--- src/hw/rtl/cda_pkg.sv ---
`timescale 1ns / 1ps
// ----------------------------------------------------------------------------
// Calendar date arithmetic package
// Shared widths, constants, microcode types and calendar helper functions.
// ----------------------------------------------------------------------------
package cda_pkg;

   localparam int MAX_YEAR   = 9999;
   localparam int YEAR_W     = 14;
   localparam int MONTH_W    = 4;
   localparam int DAY_W      = 5;
   localparam int CNT_W      = 23;
   localparam int SER_W      = 23;
   localparam int SUM_W      = 25;
   localparam int DIFF_W     = 24;
   localparam int MUL_A_W    = 23;
   localparam int MUL_B_W    = 13;
   localparam int PROD_W     = MUL_A_W + MUL_B_W;
   localparam int YDAY_W     = 9;
   localparam int STEP_W     = 5;
   localparam int CNT_LIMIT  = 4194303;
   localparam int TOP_SERIAL = (MAX_YEAR + 1) * 365 + (MAX_YEAR + 4) / 4
                               - (MAX_YEAR + 100) / 100 + (MAX_YEAR + 400) / 400 - 1;

   localparam logic [MUL_B_W-1:0] RECIP_100   = 13'd5243;
   localparam int                 RECIP_SHIFT = 19;
   localparam logic [MUL_B_W-1:0] RECIP_YEAR  = 13'd2871;
   localparam int                 YEAR_SHIFT  = 20;

   typedef enum logic [3:0] {
      OP_LEAP_MUL,
      OP_LEAP_SET,
      OP_DBY1,
      OP_DBY2,
      OP_DBY3,
      OP_SER_A,
      OP_SER_B,
      OP_SHIFT,
      OP_EST_MUL,
      OP_EST_SET,
      OP_CHK_DOWN,
      OP_CHK_UP,
      OP_MONTH,
      OP_FIN_S,
      OP_FIN_D
   } uop_type;

   typedef enum logic [1:0] {
      YS_A,
      YS_B,
      YS_Y,
      YS_Y1
   } ysel_type;

   typedef enum logic [2:0] {
      C_NEXT,
      C_DIFF,
      C_BAD,
      C_GT,
      C_LE,
      C_DONE
   } cond_type;

   typedef struct packed {
      uop_type                op;
      ysel_type               ysel;
      cond_type               cond;
      logic [STEP_W-1:0]      target;
   } cw_type;

   typedef struct packed {
      logic is_diff;
      logic a_bad;
      logic q_gt_s;
      logic out_free;
   } stat_type;

   function automatic logic [DAY_W-1:0] month_len(input logic [MONTH_W-1:0] m,
                                                  input logic leap);
      logic [DAY_W-1:0] n;
      begin
         case (m)
            4'd2: begin
               n = leap ? 5'd29 : 5'd28;
            end
            4'd4, 4'd6, 4'd9, 4'd11: begin
               n = 5'd30;
            end
            default: begin
               n = 5'd31;
            end
         endcase
         return n;
      end
   endfunction

   function automatic logic [YDAY_W-1:0] cum_days(input logic [MONTH_W-1:0] m,
                                                  input logic leap);
      logic [YDAY_W-1:0] base;
      begin
         case (m)
            4'd2:    base = 9'd31;
            4'd3:    base = 9'd59;
            4'd4:    base = 9'd90;
            4'd5:    base = 9'd120;
            4'd6:    base = 9'd151;
            4'd7:    base = 9'd181;
            4'd8:    base = 9'd212;
            4'd9:    base = 9'd243;
            4'd10:   base = 9'd273;
            4'd11:   base = 9'd304;
            4'd12:   base = 9'd334;
            default: base = 9'd0;
         endcase
         return base + YDAY_W'(leap && (m > 4'd2) && (m <= 4'd12));
      end
   endfunction

   function automatic logic date_ok(input logic [YEAR_W-1:0] y,
                                    input logic [MONTH_W-1:0] m,
                                    input logic [DAY_W-1:0] d,
                                    input logic leap);
      begin
         return (y <= YEAR_W'(MAX_YEAR)) && (m >= 4'd1) && (m <= 4'd12)
                && (d >= 5'd1) && (d <= month_len(m, leap));
      end
   endfunction

endpackage

--- src/hw/rtl/calendar_date_arithmetic.sv ---
`timescale 1ns / 1ps
// Difference items and shift items take separate microcode paths; a legal shift
// adds a year search that steps the year estimate, while an illegal one skips it.
// The microcode sequencer and its one shared multiplier carry out these steps.
// One item is in work at a time; the next is taken once the result is registered.
// Reset (synchronous, active high) idles the sequencer and empties the result.
// ----------------------------------------------------------------------------
// Calendar date arithmetic
// Gregorian date shift by a signed day count, and day difference of two dates.
// ----------------------------------------------------------------------------
module calendar_date_arithmetic (
   input  logic                               clock,
   input  logic                               reset,
   input  logic                               req_valid,
   output logic                               req_stall,
   input  logic                               req_action,
   input  logic [cda_pkg::YEAR_W-1:0]         req_year_a,
   input  logic [cda_pkg::MONTH_W-1:0]        req_month_a,
   input  logic [cda_pkg::DAY_W-1:0]          req_day_a,
   input  logic [cda_pkg::YEAR_W-1:0]         req_year_b,
   input  logic [cda_pkg::MONTH_W-1:0]        req_month_b,
   input  logic [cda_pkg::DAY_W-1:0]          req_day_b,
   input  logic signed [cda_pkg::CNT_W-1:0]   req_day_offset,
   output logic                               rsp_valid,
   input  logic                               rsp_stall,
   output logic [cda_pkg::YEAR_W-1:0]         rsp_res_year,
   output logic [cda_pkg::MONTH_W-1:0]        rsp_res_month,
   output logic [cda_pkg::DAY_W-1:0]          rsp_res_day,
   output logic signed [cda_pkg::CNT_W-1:0]   rsp_day_count,
   output logic                               rsp_a_less,
   output logic                               rsp_a_equal,
   output logic                               rsp_input_valid,
   output logic                               rsp_overflow
);
   import cda_pkg::*;

   cw_type                   cw;
   stat_type                 stat;
   logic                     busy;
   logic                     accept;
   logic                     fin;

   logic                     action_ff;
   logic [YEAR_W-1:0]        ya_ff, yb_ff;
   logic [MONTH_W-1:0]       ma_ff, mb_ff;
   logic [DAY_W-1:0]         da_ff, db_ff;
   logic signed [CNT_W-1:0]  off_ff;

   logic [PROD_W-1:0]        prod_ff, prod_in;
   logic [SER_W-1:0]         q_ff, q_in;
   logic [SER_W-1:0]         sa_ff, sa_in;
   logic [SER_W-1:0]         sb_ff, sb_in;
   logic [SER_W-1:0]         s_ff, s_in;
   logic [SER_W-1:0]         d_ff, d_in;
   logic                     ovf_ff, ovf_in;
   logic [YEAR_W-1:0]        yy_ff, yy_in;
   logic [MONTH_W-1:0]       mm_ff, mm_in;
   logic [DAY_W-1:0]         dd_ff, dd_in;
   logic                     leap_a_ff, leap_a_in;
   logic                     leap_b_ff, leap_b_in;
   logic                     leap_y_ff, leap_y_in;

   logic                     rsp_valid_ff;
   logic [YEAR_W-1:0]        res_year_ff, res_year_in;
   logic [MONTH_W-1:0]       res_month_ff, res_month_in;
   logic [DAY_W-1:0]         res_day_ff, res_day_in;
   logic signed [CNT_W-1:0]  count_ff, count_in;
   logic                     less_ff, less_in;
   logic                     equal_ff, equal_in;
   logic                     ivalid_ff, ivalid_in;
   logic                     ovf_out_ff, ovf_out_in;

   logic [YEAR_W-1:0]        y_sel;
   logic [SER_W-1:0]         y_ext;
   logic [MUL_A_W-1:0]       mul_a;
   logic [MUL_B_W-1:0]       mul_b;
   logic [YEAR_W-1:0]        q100;
   logic                     div100;
   logic                     leap_new;
   logic signed [SUM_W-1:0]  sum;
   logic [SER_W-1:0]         prod_q;
   logic [YDAY_W-1:0]        rem;
   logic [YDAY_W-1:0]        base;
   logic [YDAY_W-1:0]        cum;
   logic                     a_ok, b_ok;
   logic signed [DIFF_W-1:0] diff;

   assign accept    = req_valid && !req_stall;
   assign req_stall = busy;
   assign fin       = busy && stat.out_free
                      && (cw.op == OP_FIN_S || cw.op == OP_FIN_D);

   assign a_ok = date_ok(ya_ff, ma_ff, da_ff, leap_a_ff);
   assign b_ok = date_ok(yb_ff, mb_ff, db_ff, leap_b_ff);

   assign stat.is_diff  = action_ff;
   assign stat.a_bad    = !a_ok;
   assign stat.q_gt_s   = q_ff > s_ff;
   assign stat.out_free = !rsp_valid_ff || !rsp_stall;

   cda_seq u_seq (
      .clock (clock),
      .reset (reset),
      .start (accept),
      .stat  (stat),
      .cw    (cw),
      .busy  (busy)
   );

   always_comb begin
      case (cw.ysel)
         YS_A:    y_sel = ya_ff;
         YS_B:    y_sel = yb_ff;
         YS_Y1:   y_sel = yy_ff + 14'd1;
         default: y_sel = yy_ff;
      endcase
      y_ext = SER_W'(y_sel);

      case (cw.op)
         OP_DBY1: begin
            mul_a = MUL_A_W'(y_ext + 23'd99);
            mul_b = RECIP_100;
         end
         OP_DBY2: begin
            mul_a = MUL_A_W'((y_ext + 23'd399) >> 2);
            mul_b = RECIP_100;
         end
         OP_EST_MUL: begin
            mul_a = MUL_A_W'(s_ff);
            mul_b = RECIP_YEAR;
         end
         default: begin
            mul_a = MUL_A_W'(y_ext);
            mul_b = RECIP_100;
         end
      endcase
      prod_in = PROD_W'(mul_a) * PROD_W'(mul_b);
   end

   always_comb begin
      q100     = prod_ff[RECIP_SHIFT +: YEAR_W];
      div100   = (YEAR_W'(q100 * 14'd100) == y_sel);
      leap_new = (y_sel[1:0] == 2'b00) && (!div100 || (q100[1:0] == 2'b00));
      prod_q   = SER_W'(prod_ff >> RECIP_SHIFT);
      sum      = $signed({2'b00, sa_ff}) + SUM_W'(off_ff);
      rem      = YDAY_W'(s_ff - d_ff);
      base     = '0;
      mm_in    = mm_ff;
      for (int m = 1; m <= 12; m++) begin
         cum = cum_days(MONTH_W'(m), leap_y_ff);
         if (cum <= rem) begin
            mm_in = MONTH_W'(m);
            base  = cum;
         end
      end
      diff = $signed({1'b0, sb_ff}) - $signed({1'b0, sa_ff});

      q_in      = q_ff;
      sa_in     = sa_ff;
      sb_in     = sb_ff;
      s_in      = s_ff;
      d_in      = d_ff;
      ovf_in    = ovf_ff;
      yy_in     = yy_ff;
      dd_in     = dd_ff;
      leap_a_in = leap_a_ff;
      leap_b_in = leap_b_ff;
      leap_y_in = leap_y_ff;

      case (cw.op)
         OP_LEAP_SET: begin
            case (cw.ysel)
               YS_A:    leap_a_in = leap_new;
               YS_B:    leap_b_in = leap_new;
               default: leap_y_in = leap_new;
            endcase
         end
         OP_DBY1: begin
            q_in = y_ext * 23'd365 + ((y_ext + 23'd3) >> 2);
         end
         OP_DBY2: begin
            q_in = q_ff - prod_q;
         end
         OP_DBY3: begin
            q_in = q_ff + prod_q;
         end
         OP_SER_A: begin
            sa_in = q_ff + SER_W'(cum_days(ma_ff, leap_a_ff)) + SER_W'(da_ff) - 23'd1;
         end
         OP_SER_B: begin
            sb_in = q_ff + SER_W'(cum_days(mb_ff, leap_b_ff)) + SER_W'(db_ff) - 23'd1;
         end
         OP_SHIFT: begin
            if (sum < 0) begin
               s_in   = '0;
               ovf_in = 1'b1;
            end else if (sum > $signed(SUM_W'(TOP_SERIAL))) begin
               s_in   = SER_W'(TOP_SERIAL);
               ovf_in = 1'b1;
            end else begin
               s_in   = sum[SER_W-1:0];
               ovf_in = 1'b0;
            end
         end
         OP_EST_SET: begin
            yy_in = prod_ff[YEAR_SHIFT +: YEAR_W];
         end
         OP_CHK_DOWN: begin
            if (stat.q_gt_s) begin
               yy_in = yy_ff - 14'd1;
            end else begin
               d_in = q_ff;
            end
         end
         OP_CHK_UP: begin
            if (!stat.q_gt_s) begin
               yy_in = yy_ff + 14'd1;
               d_in  = q_ff;
            end
         end
         OP_MONTH: begin
            dd_in = DAY_W'(rem - base + 9'd1);
         end
         default: begin
         end
      endcase
   end

   always_comb begin
      res_year_in  = '0;
      res_month_in = '0;
      res_day_in   = '0;
      count_in     = '0;
      less_in      = 1'b0;
      equal_in     = 1'b0;
      ivalid_in    = 1'b0;
      ovf_out_in   = 1'b0;
      if (cw.op == OP_FIN_S) begin
         if (a_ok) begin
            res_year_in  = yy_ff;
            res_month_in = mm_ff;
            res_day_in   = dd_ff;
            ivalid_in    = 1'b1;
            ovf_out_in   = ovf_ff;
         end else begin
            res_year_in  = ya_ff;
            res_month_in = ma_ff;
            res_day_in   = da_ff;
         end
      end else begin
         less_in  = (ya_ff < yb_ff)
                    || (ya_ff == yb_ff && (ma_ff < mb_ff || (ma_ff == mb_ff && da_ff < db_ff)));
         equal_in = (ya_ff == yb_ff) && (ma_ff == mb_ff) && (da_ff == db_ff);
         if (a_ok && b_ok) begin
            ivalid_in = 1'b1;
            if (diff > $signed(DIFF_W'(CNT_LIMIT))) begin
               count_in   = CNT_W'(CNT_LIMIT);
               ovf_out_in = 1'b1;
            end else if (diff < -$signed(DIFF_W'(CNT_LIMIT))) begin
               count_in   = -CNT_W'(CNT_LIMIT);
               ovf_out_in = 1'b1;
            end else begin
               count_in   = diff[CNT_W-1:0];
            end
         end
      end
   end

   always_ff @(posedge clock) begin
      if (accept) begin
         action_ff <= req_action;
         ya_ff     <= req_year_a;
         ma_ff     <= req_month_a;
         da_ff     <= req_day_a;
         yb_ff     <= req_year_b;
         mb_ff     <= req_month_b;
         db_ff     <= req_day_b;
         off_ff    <= req_day_offset;
      end
      prod_ff   <= prod_in;
      q_ff      <= q_in;
      sa_ff     <= sa_in;
      sb_ff     <= sb_in;
      s_ff      <= s_in;
      d_ff      <= d_in;
      ovf_ff    <= ovf_in;
      mm_ff     <= (cw.op == OP_MONTH) ? mm_in : mm_ff;
      dd_ff     <= dd_in;
      leap_a_ff <= leap_a_in;
      leap_b_ff <= leap_b_in;
      leap_y_ff <= leap_y_in;
      if (fin) begin
         res_year_ff  <= res_year_in;
         res_month_ff <= res_month_in;
         res_day_ff   <= res_day_in;
         count_ff     <= count_in;
         less_ff      <= less_in;
         equal_ff     <= equal_in;
         ivalid_ff    <= ivalid_in;
         ovf_out_ff   <= ovf_out_in;
      end
   end

   always_ff @(posedge clock) begin
      if (reset) begin
         rsp_valid_ff <= 1'b0;
         yy_ff        <= '0;
      end else begin
         yy_ff <= yy_in;
         if (fin) begin
            rsp_valid_ff <= 1'b1;
         end else if (!rsp_stall) begin
            rsp_valid_ff <= 1'b0;
         end
      end
   end

   assign rsp_valid       = rsp_valid_ff;
   assign rsp_res_year    = res_year_ff;
   assign rsp_res_month   = res_month_ff;
   assign rsp_res_day     = res_day_ff;
   assign rsp_day_count   = count_ff;
   assign rsp_a_less      = less_ff;
   assign rsp_a_equal     = equal_ff;
   assign rsp_input_valid = ivalid_ff;
   assign rsp_overflow    = ovf_out_ff;

   a_shift_date_legal: assert property (@(posedge clock) disable iff (reset)
      (rsp_valid && rsp_input_valid && rsp_res_month != 4'd0)
      |-> (rsp_res_month <= 4'd12 && rsp_res_day != 5'd0
           && rsp_res_year <= YEAR_W'(MAX_YEAR)))
      else $error("shifted date is not a legal date");

   a_less_equal_excl: assert property (@(posedge clock) disable iff (reset)
      rsp_valid |-> !(rsp_a_less && rsp_a_equal))
      else $error("less and equal flags both set");

   a_overflow_valid: assert property (@(posedge clock) disable iff (reset)
      (rsp_valid && rsp_overflow) |-> rsp_input_valid)
      else $error("overflow reported for illegal input");

   a_year_search_range: assert property (@(posedge clock) disable iff (reset)
      busy |-> (yy_ff <= YEAR_W'(MAX_YEAR + 1)))
      else $error("year search left the year range");

endmodule

--- src/hw/rtl/cda_seq.sv ---
`timescale 1ns / 1ps
// ----------------------------------------------------------------------------
// Calendar date arithmetic sequencer
// Step counter and microcode table: one datapath step a cycle save on rsp stall.
// ----------------------------------------------------------------------------
module cda_seq (
   input  logic               clock,
   input  logic               reset,
   input  logic               start,
   input  cda_pkg::stat_type  stat,
   output cda_pkg::cw_type    cw,
   output logic               busy
);
   import cda_pkg::*;

   typedef enum logic {
      SEQ_IDLE,
      SEQ_RUN
   } seq_state_type;

   localparam logic [STEP_W-1:0] L_YDOWN = 5'd9;
   localparam logic [STEP_W-1:0] L_YUP   = 5'd13;
   localparam logic [STEP_W-1:0] L_FIN_S = 5'd20;
   localparam logic [STEP_W-1:0] L_DIFF  = 5'd21;

   seq_state_type     state_ff;
   logic [STEP_W-1:0] step_ff;
   logic [STEP_W-1:0] step_in;
   logic              take;

   function automatic cw_type mk(input uop_type op, input ysel_type ys,
                                 input cond_type c, input logic [STEP_W-1:0] t);
      cw_type w;
      begin
         w.op     = op;
         w.ysel   = ys;
         w.cond   = c;
         w.target = t;
         return w;
      end
   endfunction

   function automatic cw_type ucode(input logic [STEP_W-1:0] addr);
      cw_type w;
      begin
         case (addr)
            5'd0:    w = mk(OP_LEAP_MUL, YS_A,  C_NEXT, '0);
            5'd1:    w = mk(OP_LEAP_SET, YS_A,  C_NEXT, '0);
            5'd2:    w = mk(OP_DBY1,     YS_A,  C_NEXT, '0);
            5'd3:    w = mk(OP_DBY2,     YS_A,  C_NEXT, '0);
            5'd4:    w = mk(OP_DBY3,     YS_A,  C_NEXT, '0);
            5'd5:    w = mk(OP_SER_A,    YS_A,  C_DIFF, L_DIFF);
            5'd6:    w = mk(OP_SHIFT,    YS_A,  C_BAD,  L_FIN_S);
            5'd7:    w = mk(OP_EST_MUL,  YS_Y,  C_NEXT, '0);
            5'd8:    w = mk(OP_EST_SET,  YS_Y,  C_NEXT, '0);
            5'd9:    w = mk(OP_DBY1,     YS_Y,  C_NEXT, '0);
            5'd10:   w = mk(OP_DBY2,     YS_Y,  C_NEXT, '0);
            5'd11:   w = mk(OP_DBY3,     YS_Y,  C_NEXT, '0);
            5'd12:   w = mk(OP_CHK_DOWN, YS_Y,  C_GT,   L_YDOWN);
            5'd13:   w = mk(OP_DBY1,     YS_Y1, C_NEXT, '0);
            5'd14:   w = mk(OP_DBY2,     YS_Y1, C_NEXT, '0);
            5'd15:   w = mk(OP_DBY3,     YS_Y1, C_NEXT, '0);
            5'd16:   w = mk(OP_CHK_UP,   YS_Y,  C_LE,   L_YUP);
            5'd17:   w = mk(OP_LEAP_MUL, YS_Y,  C_NEXT, '0);
            5'd18:   w = mk(OP_LEAP_SET, YS_Y,  C_NEXT, '0);
            5'd19:   w = mk(OP_MONTH,    YS_Y,  C_NEXT, '0);
            5'd20:   w = mk(OP_FIN_S,    YS_Y,  C_DONE, '0);
            5'd21:   w = mk(OP_LEAP_MUL, YS_B,  C_NEXT, '0);
            5'd22:   w = mk(OP_LEAP_SET, YS_B,  C_NEXT, '0);
            5'd23:   w = mk(OP_DBY1,     YS_B,  C_NEXT, '0);
            5'd24:   w = mk(OP_DBY2,     YS_B,  C_NEXT, '0);
            5'd25:   w = mk(OP_DBY3,     YS_B,  C_NEXT, '0);
            5'd26:   w = mk(OP_SER_B,    YS_B,  C_NEXT, '0);
            5'd27:   w = mk(OP_FIN_D,    YS_B,  C_DONE, '0);
            default: w = mk(OP_FIN_D,    YS_B,  C_DONE, '0);
         endcase
         return w;
      end
   endfunction

   assign cw   = ucode(step_ff);
   assign busy = (state_ff == SEQ_RUN);

   always_comb begin
      case (cw.cond)
         C_DIFF:  take = stat.is_diff;
         C_BAD:   take = stat.a_bad;
         C_GT:    take = stat.q_gt_s;
         C_LE:    take = !stat.q_gt_s;
         default: take = 1'b0;
      endcase
      step_in = take ? cw.target : step_ff + 5'd1;
   end

   always_ff @(posedge clock) begin
      if (reset) begin
         state_ff <= SEQ_IDLE;
         step_ff  <= '0;
      end else begin
         case (state_ff)
            SEQ_IDLE: begin
               if (start) begin
                  state_ff <= SEQ_RUN;
                  step_ff  <= '0;
               end
            end
            SEQ_RUN: begin
               if (cw.cond == C_DONE) begin
                  if (stat.out_free) begin
                     state_ff <= SEQ_IDLE;
                  end
               end else begin
                  step_ff <= step_in;
               end
            end
            default: begin
               state_ff <= SEQ_IDLE;
            end
         endcase
      end
   end

endmodule
--- config.mk ---
export PLATFORM = sky130hd
export DESIGN_NAME = calendar_date_arithmetic
export DESIGN_NICKNAME = d
export VERILOG_FILES = /design/src/hw/rtl/cda_pkg.sv /design/src/hw/rtl/calendar_date_arithmetic.sv /design/src/hw/rtl/cda_seq.sv
export SDC_FILE = /design/constraint.sdc
export NUM_CORES = 2
export LEC_CHECK = 0
export CORE_ASPECT_RATIO = 1.5
export CORE_MARGIN = 2
export CORE_UTILIZATION = 45
export DETAILED_ROUTE_END_ITERATION = 8
export DONT_BUFFER_PORTS = 1
export PLACE_DENSITY = 0.61
export SLEW_MARGIN = 25
export SYNTH_ARGS = -nofsm -noshare
export SYNTH_HDL_FRONTEND = slang
export SYNTH_SLANG_ARGS = --single-unit
--- constraint.sdc ---
create_clock -name clock -period 15.55 [get_ports clock]
set_clock_uncertainty 0.1 [all_clocks]
set_input_delay 3.11 -clock clock [delete_from_list [all_inputs] [get_ports clock]]
set_output_delay 3.11 -clock clock [all_outputs]
set_load 0.05 [all_outputs]
==> results.md <==
- The via count of the first global-routing pass is 25726.
- Dividing the detail-routed via count by the number of cells gives 5.563.
- The worst slew slack as a fraction of its limit is 0.3600.
- The deepest level of the CTS H-tree is 2.
- The count of non-filler cells in the finished layout is 4495.
- The slowest stage of the critical path belongs to the cell sky130_fd_sc_hd__a31oi_2.
- In the global route stage, overall resource usage came out at 0.2472.
- The die covers 75650 um^2.
- The actual slew at the worst max-slew pin is 0.9332 ns.
- The first-pass GRT wire length is 143700 um.
- The final RePlAce weighted congestion is 0.9640.
- The count of cell types in the netlist is 84.
- Of the synthesized area, sequential elements account for 0.2545.
- Counting flops with a built-in enable in the synthesized netlist gives 234.
- The total wire length is 91510 um.
- The cts-stage hold buffer count is 0.
- Among all flip-flop cells after synthesis, the most frequent one is sky130_fd_sc_hd__edfxtp_1.
- The total number of placement rows is 121.
- The worst hold path cell count is 0.
- The maximum cell stage delay along the critical path is 0.70 ns.
- The cell repeated most along the worst path is sky130_fd_sc_hd__fa_1.
- The clock net in this run drives a total of 303 sinks.
- STA classifies the critical path startpoint as a flip-flop.
- Clock tree synthesis inserted a total of 36 buffers.
- The cell depth of the worst flop-to-flop path is 28.
- Timing would allow up to 101.2 MHz.
- For this design the top-level I/O count stands at 126.
- The post-layout net count is 4339.
- At the later pin of the worst-skew pair, clock insertion delay measures 0.59 ns.
- The number of max-cap violations is 0.
- The number of nets still failing antenna checks after routing is 0.
- The final period utilization is 0.6355.
- The setup TNS after final layout is 0 ns.
- The floorplan step set the die width to 225.2 um.
- The worst hold path terminates at d_ff[0]$_DFFE_PP_.
- The clock passes through at most 3 buffers.
- The origin of the critical flop-to-flop path is yy_ff[0]$_SDFFE_PP0P_.
- In the routed design, unresolved DRC markers number 0.
- The clock root buffer is sky130_fd_sc_hd__clkbuf_16.
- The largest driver fanout on the critical path is 11.
- The number of hold violations in the final report is 0.
- The mean area per synthesized cell is 9.297 um^2.
- The detailed-route via count is 25005.
- The initial utilization of the core area, before any placement, comes to 0.4547.
- The first detailed-routing pass took 5 iterations.
- The number of antenna diodes in the final layout is 0.
- The die is 335.9 um tall.
- The most repeated cell in the gate-level netlist after synthesis is sky130_fd_sc_hd__inv_1.
- The cell area after synthesis is 33040 um^2.
- The critical path endpoint category is a flip-flop.
- The number of resized instances in the post-cts repair step is 0.
- The buffer count from post-CTS setup fixing is 0.
- Of the post-synthesis cell area, the dominant cell type holds 0.2127.
- The critical path is of the flip-flop to flip-flop type.
- The detailed router's first-iteration violation count is 1263.
- In the final routed layout, each cell accounts on average for 20.36 um.
- Global routing finished with a remaining overflow of 0.
- The arrival time of data at the critical path endpoint is 10.26 ns.
- The max-slew violation count is 0.
- The data required time of the worst path is 15.92 ns.
- The endpoint identified for the worst register-to-register timing path is prod_ff[35]$_DFF_P_.
- Setup violations remaining at the end of the flow were counted as 0.
- In the synthesized netlist, the cells that appear most often are sky130_fd_sc_hd__inv_1 (606), sky130_fd_sc_hd__ha_1 (486), sky130_fd_sc_hd__nor2_1 (252).
- After layout, the minimum clock period comes to 9.883 ns.
- The launch instance of the worst min-delay path is q_ff[0]$_DFFE_PP_.
- The class of the most critical hold timing path is flip-flop to flip-flop.
- The layout cell share with drive strength beyond 1 is 0.04058.
- The post-synthesis sequential element count is 303.
- The count of port buffers added during placement is 0.
- Setup repair after global routing left no endpoint under its margin.
- Clock-pin slew was measured on the worst setup and hold paths at 0.07 ns.
- Of all flip-flops after synthesis, the portion carrying an async set or reset was 0.
- The pin count of the biggest net entering global routing is 51.
- The flow ran to the end, and the final reports show no timing, DRC or antenna violations.
- The number of warning messages in the yosys log is 0.
- The cell type with the highest aggregate area in the netlist is sky130_fd_sc_hd__edfxtp_1.
- TritonCTS built the clock tree.
- The floorplan core area is 72670 um^2.
- The final HPWL from detailed placement is 75750 um.
- The number of placed instances with taps included is 4428.
- From synthesis to final layout, the design area changed by 7.149%.
- The initial antenna violation count came to 2.
- The worst register-to-register path has a setup slack of 5.67 ns.
- Sorting the synthesized cells by area gives the leading types as sky130_fd_sc_hd__edfxtp_1 (21%), sky130_fd_sc_hd__ha_1 (18%), sky130_fd_sc_hd__fa_1 (14%), sky130_fd_sc_hd__inv_1 (6.9%), sky130_fd_sc_hd__xnor2_1 (4.3%).
- The leakage power summed over all cells is 16.59 nW.
- The maximum VDD drop is 0.1770 mV.
- The number of instances in the synthesized netlist is 3554.
- The total power per unit cell area is 147.7 nW/um^2.
-- worst max-delay path: cells and delay by family (launching register included) --
family / cells / cell delay, ns
buffers and inverters: 4 / 0.52
DFF: 1 / 0.55
AOI/OAI and AO/OA: 10 / 3.87
xor gates and xnor gates: 2 / 0.25
and+or+nand+nor: 5 / 1.53
adders and majority gates: 7 / 2.92
-- cells by family (layout without fill, tap and decap cells) --
kind of cell	Yosys count	after routing	share of synthesized area
compound gates	718	718	0.1408
xor+xnor	248	248	0.06574
fa+ha+maj	724	724	0.3270
buf+inv	706	701	0.08066
flops	303	303	0.2545
mux	43	43	0.01352
other cells	2	26	0.0002273
simple gates	810	810	0.1176
-- layout by cell type, fill, tap and decap left out, types with 13 or more instances in the layout --
cell                        instances
sky130_fd_sc_hd__inv_1            606
sky130_fd_sc_hd__ha_1             486
sky130_fd_sc_hd__nor2_1           246
sky130_fd_sc_hd__fa_1             234
sky130_fd_sc_hd__edfxtp_1         234
sky130_fd_sc_hd__a21oi_1          214
sky130_fd_sc_hd__nand2_1          201
sky130_fd_sc_hd__xnor2_1          160
sky130_fd_sc_hd__o21ai_0          158
sky130_fd_sc_hd__xor2_1            87
sky130_fd_sc_hd__a21o_1            73
sky130_fd_sc_hd__dfxtp_1           69
sky130_fd_sc_hd__nand3_1           54
sky130_fd_sc_hd__nor2b_1           47
sky130_fd_sc_hd__nor3_1            45
sky130_fd_sc_hd__mux2i_1           39
sky130_fd_sc_hd__clkbuf_16         36
sky130_fd_sc_hd__a31oi_1           35
sky130_fd_sc_hd__nand4_1           33
sky130_fd_sc_hd__a211oi_1          31
sky130_fd_sc_hd__o21a_1            28
sky130_fd_sc_hd__nand2b_1          27
sky130_fd_sc_hd__or2_2             26
sky130_fd_sc_hd__conb_1            26
sky130_fd_sc_hd__buf_4             25
sky130_fd_sc_hd__nor4_1            24
sky130_fd_sc_hd__and3_1            23
sky130_fd_sc_hd__o21bai_1          14
sky130_fd_sc_hd__or3_1             14
sky130_fd_sc_hd__o211ai_1          14
sky130_fd_sc_hd__o31ai_1           14
sky130_fd_sc_hd__and2_1            13
-- cell type report --
| class | count | area (um^2) |
|---|---|---|
| fillers | 6873 | 37270 |
| multi-input cells | 2569 | 22130 |
| flip-flops and latches | 303 | 8408 |
| inverters | 609 | 2286 |
| well taps | 922 | 1154 |
| clock buffers | 42 | 963.4 |
| clock inverters | 24 | 275.3 |
| repair buffers | 26 | 192.7 |
-- power by group --
group	switching [mW]	internal (mW)
clock	0.386	0.520
combinational	1.92	1.32
sequential	0.0919	0.994
-- sequential cells by signal, indices dropped and copies added (netlist names), 4 cells and up, named ones only --
register and count:
prod_ff 17, off_ff 23, mm_ff 4, ma_ff 4, db_ff 5, d_ff 9
u_seq.cw 13, q_ff 23, rsp_res_month 4, dd_ff 5, da_ff 5, rsp_res_year 14
rsp_day_count 23, ya_ff 14, sa_ff 23, yb_ff 14, s_ff 23, rsp_res_day 5
mb_ff 4, u_seq.step_ff 5, yy_ff 14, sb_ff 23
-- worst max path at each step --
stage	start	slack, ns	to	depth (start not counted)
3_3_place_gp	yy_ff[0]$_SDFFE_PP0P_	5.55	prod_ff[35]$_DFF_P_	27
6_report	yy_ff[0]$_SDFFE_PP0P_	5.67	prod_ff[35]$_DFF_P_	28
2_1_floorplan	yy_ff[0]$_SDFFE_PP0P_	6.91	prod_ff[35]$_DFF_P_	28
3_5_place_dp	yy_ff[0]$_SDFFE_PP0P_	5.41	prod_ff[35]$_DFF_P_	27
5_1_grt	yy_ff[0]$_SDFFE_PP0P_	5.00	prod_ff[35]$_DFF_P_	33
4_1_cts	yy_ff[0]$_SDFFE_PP0P_	5.41	prod_ff[35]$_DFF_P_	27
-- metal layers --
metal  wire (um)  GRT usage
met3        3502    0.02578
met1       35090     0.2773
met5          27          0
met2       47430     0.4555
met4        5457     0.1350
-- through the flow --
stage	setup slack (ns)	power (mW)	instance area (um^2)	util	hold WS [ns]
after global placement	5.550	4.298	34140	0.4698	0.3855
after CTS	5.406	5.262	35380	0.4869	0.3909
after global routing	4.999	5.703	35400	0.4872	0.4103
final	5.667	5.228	35400	0.4872	0.3978
after detailed placement	5.406	4.328	34150	0.4699	0.3920
after floorplan	6.912	3.384	33130	-	0.3543
Note: power is estimated with default switching activity, not from simulation.
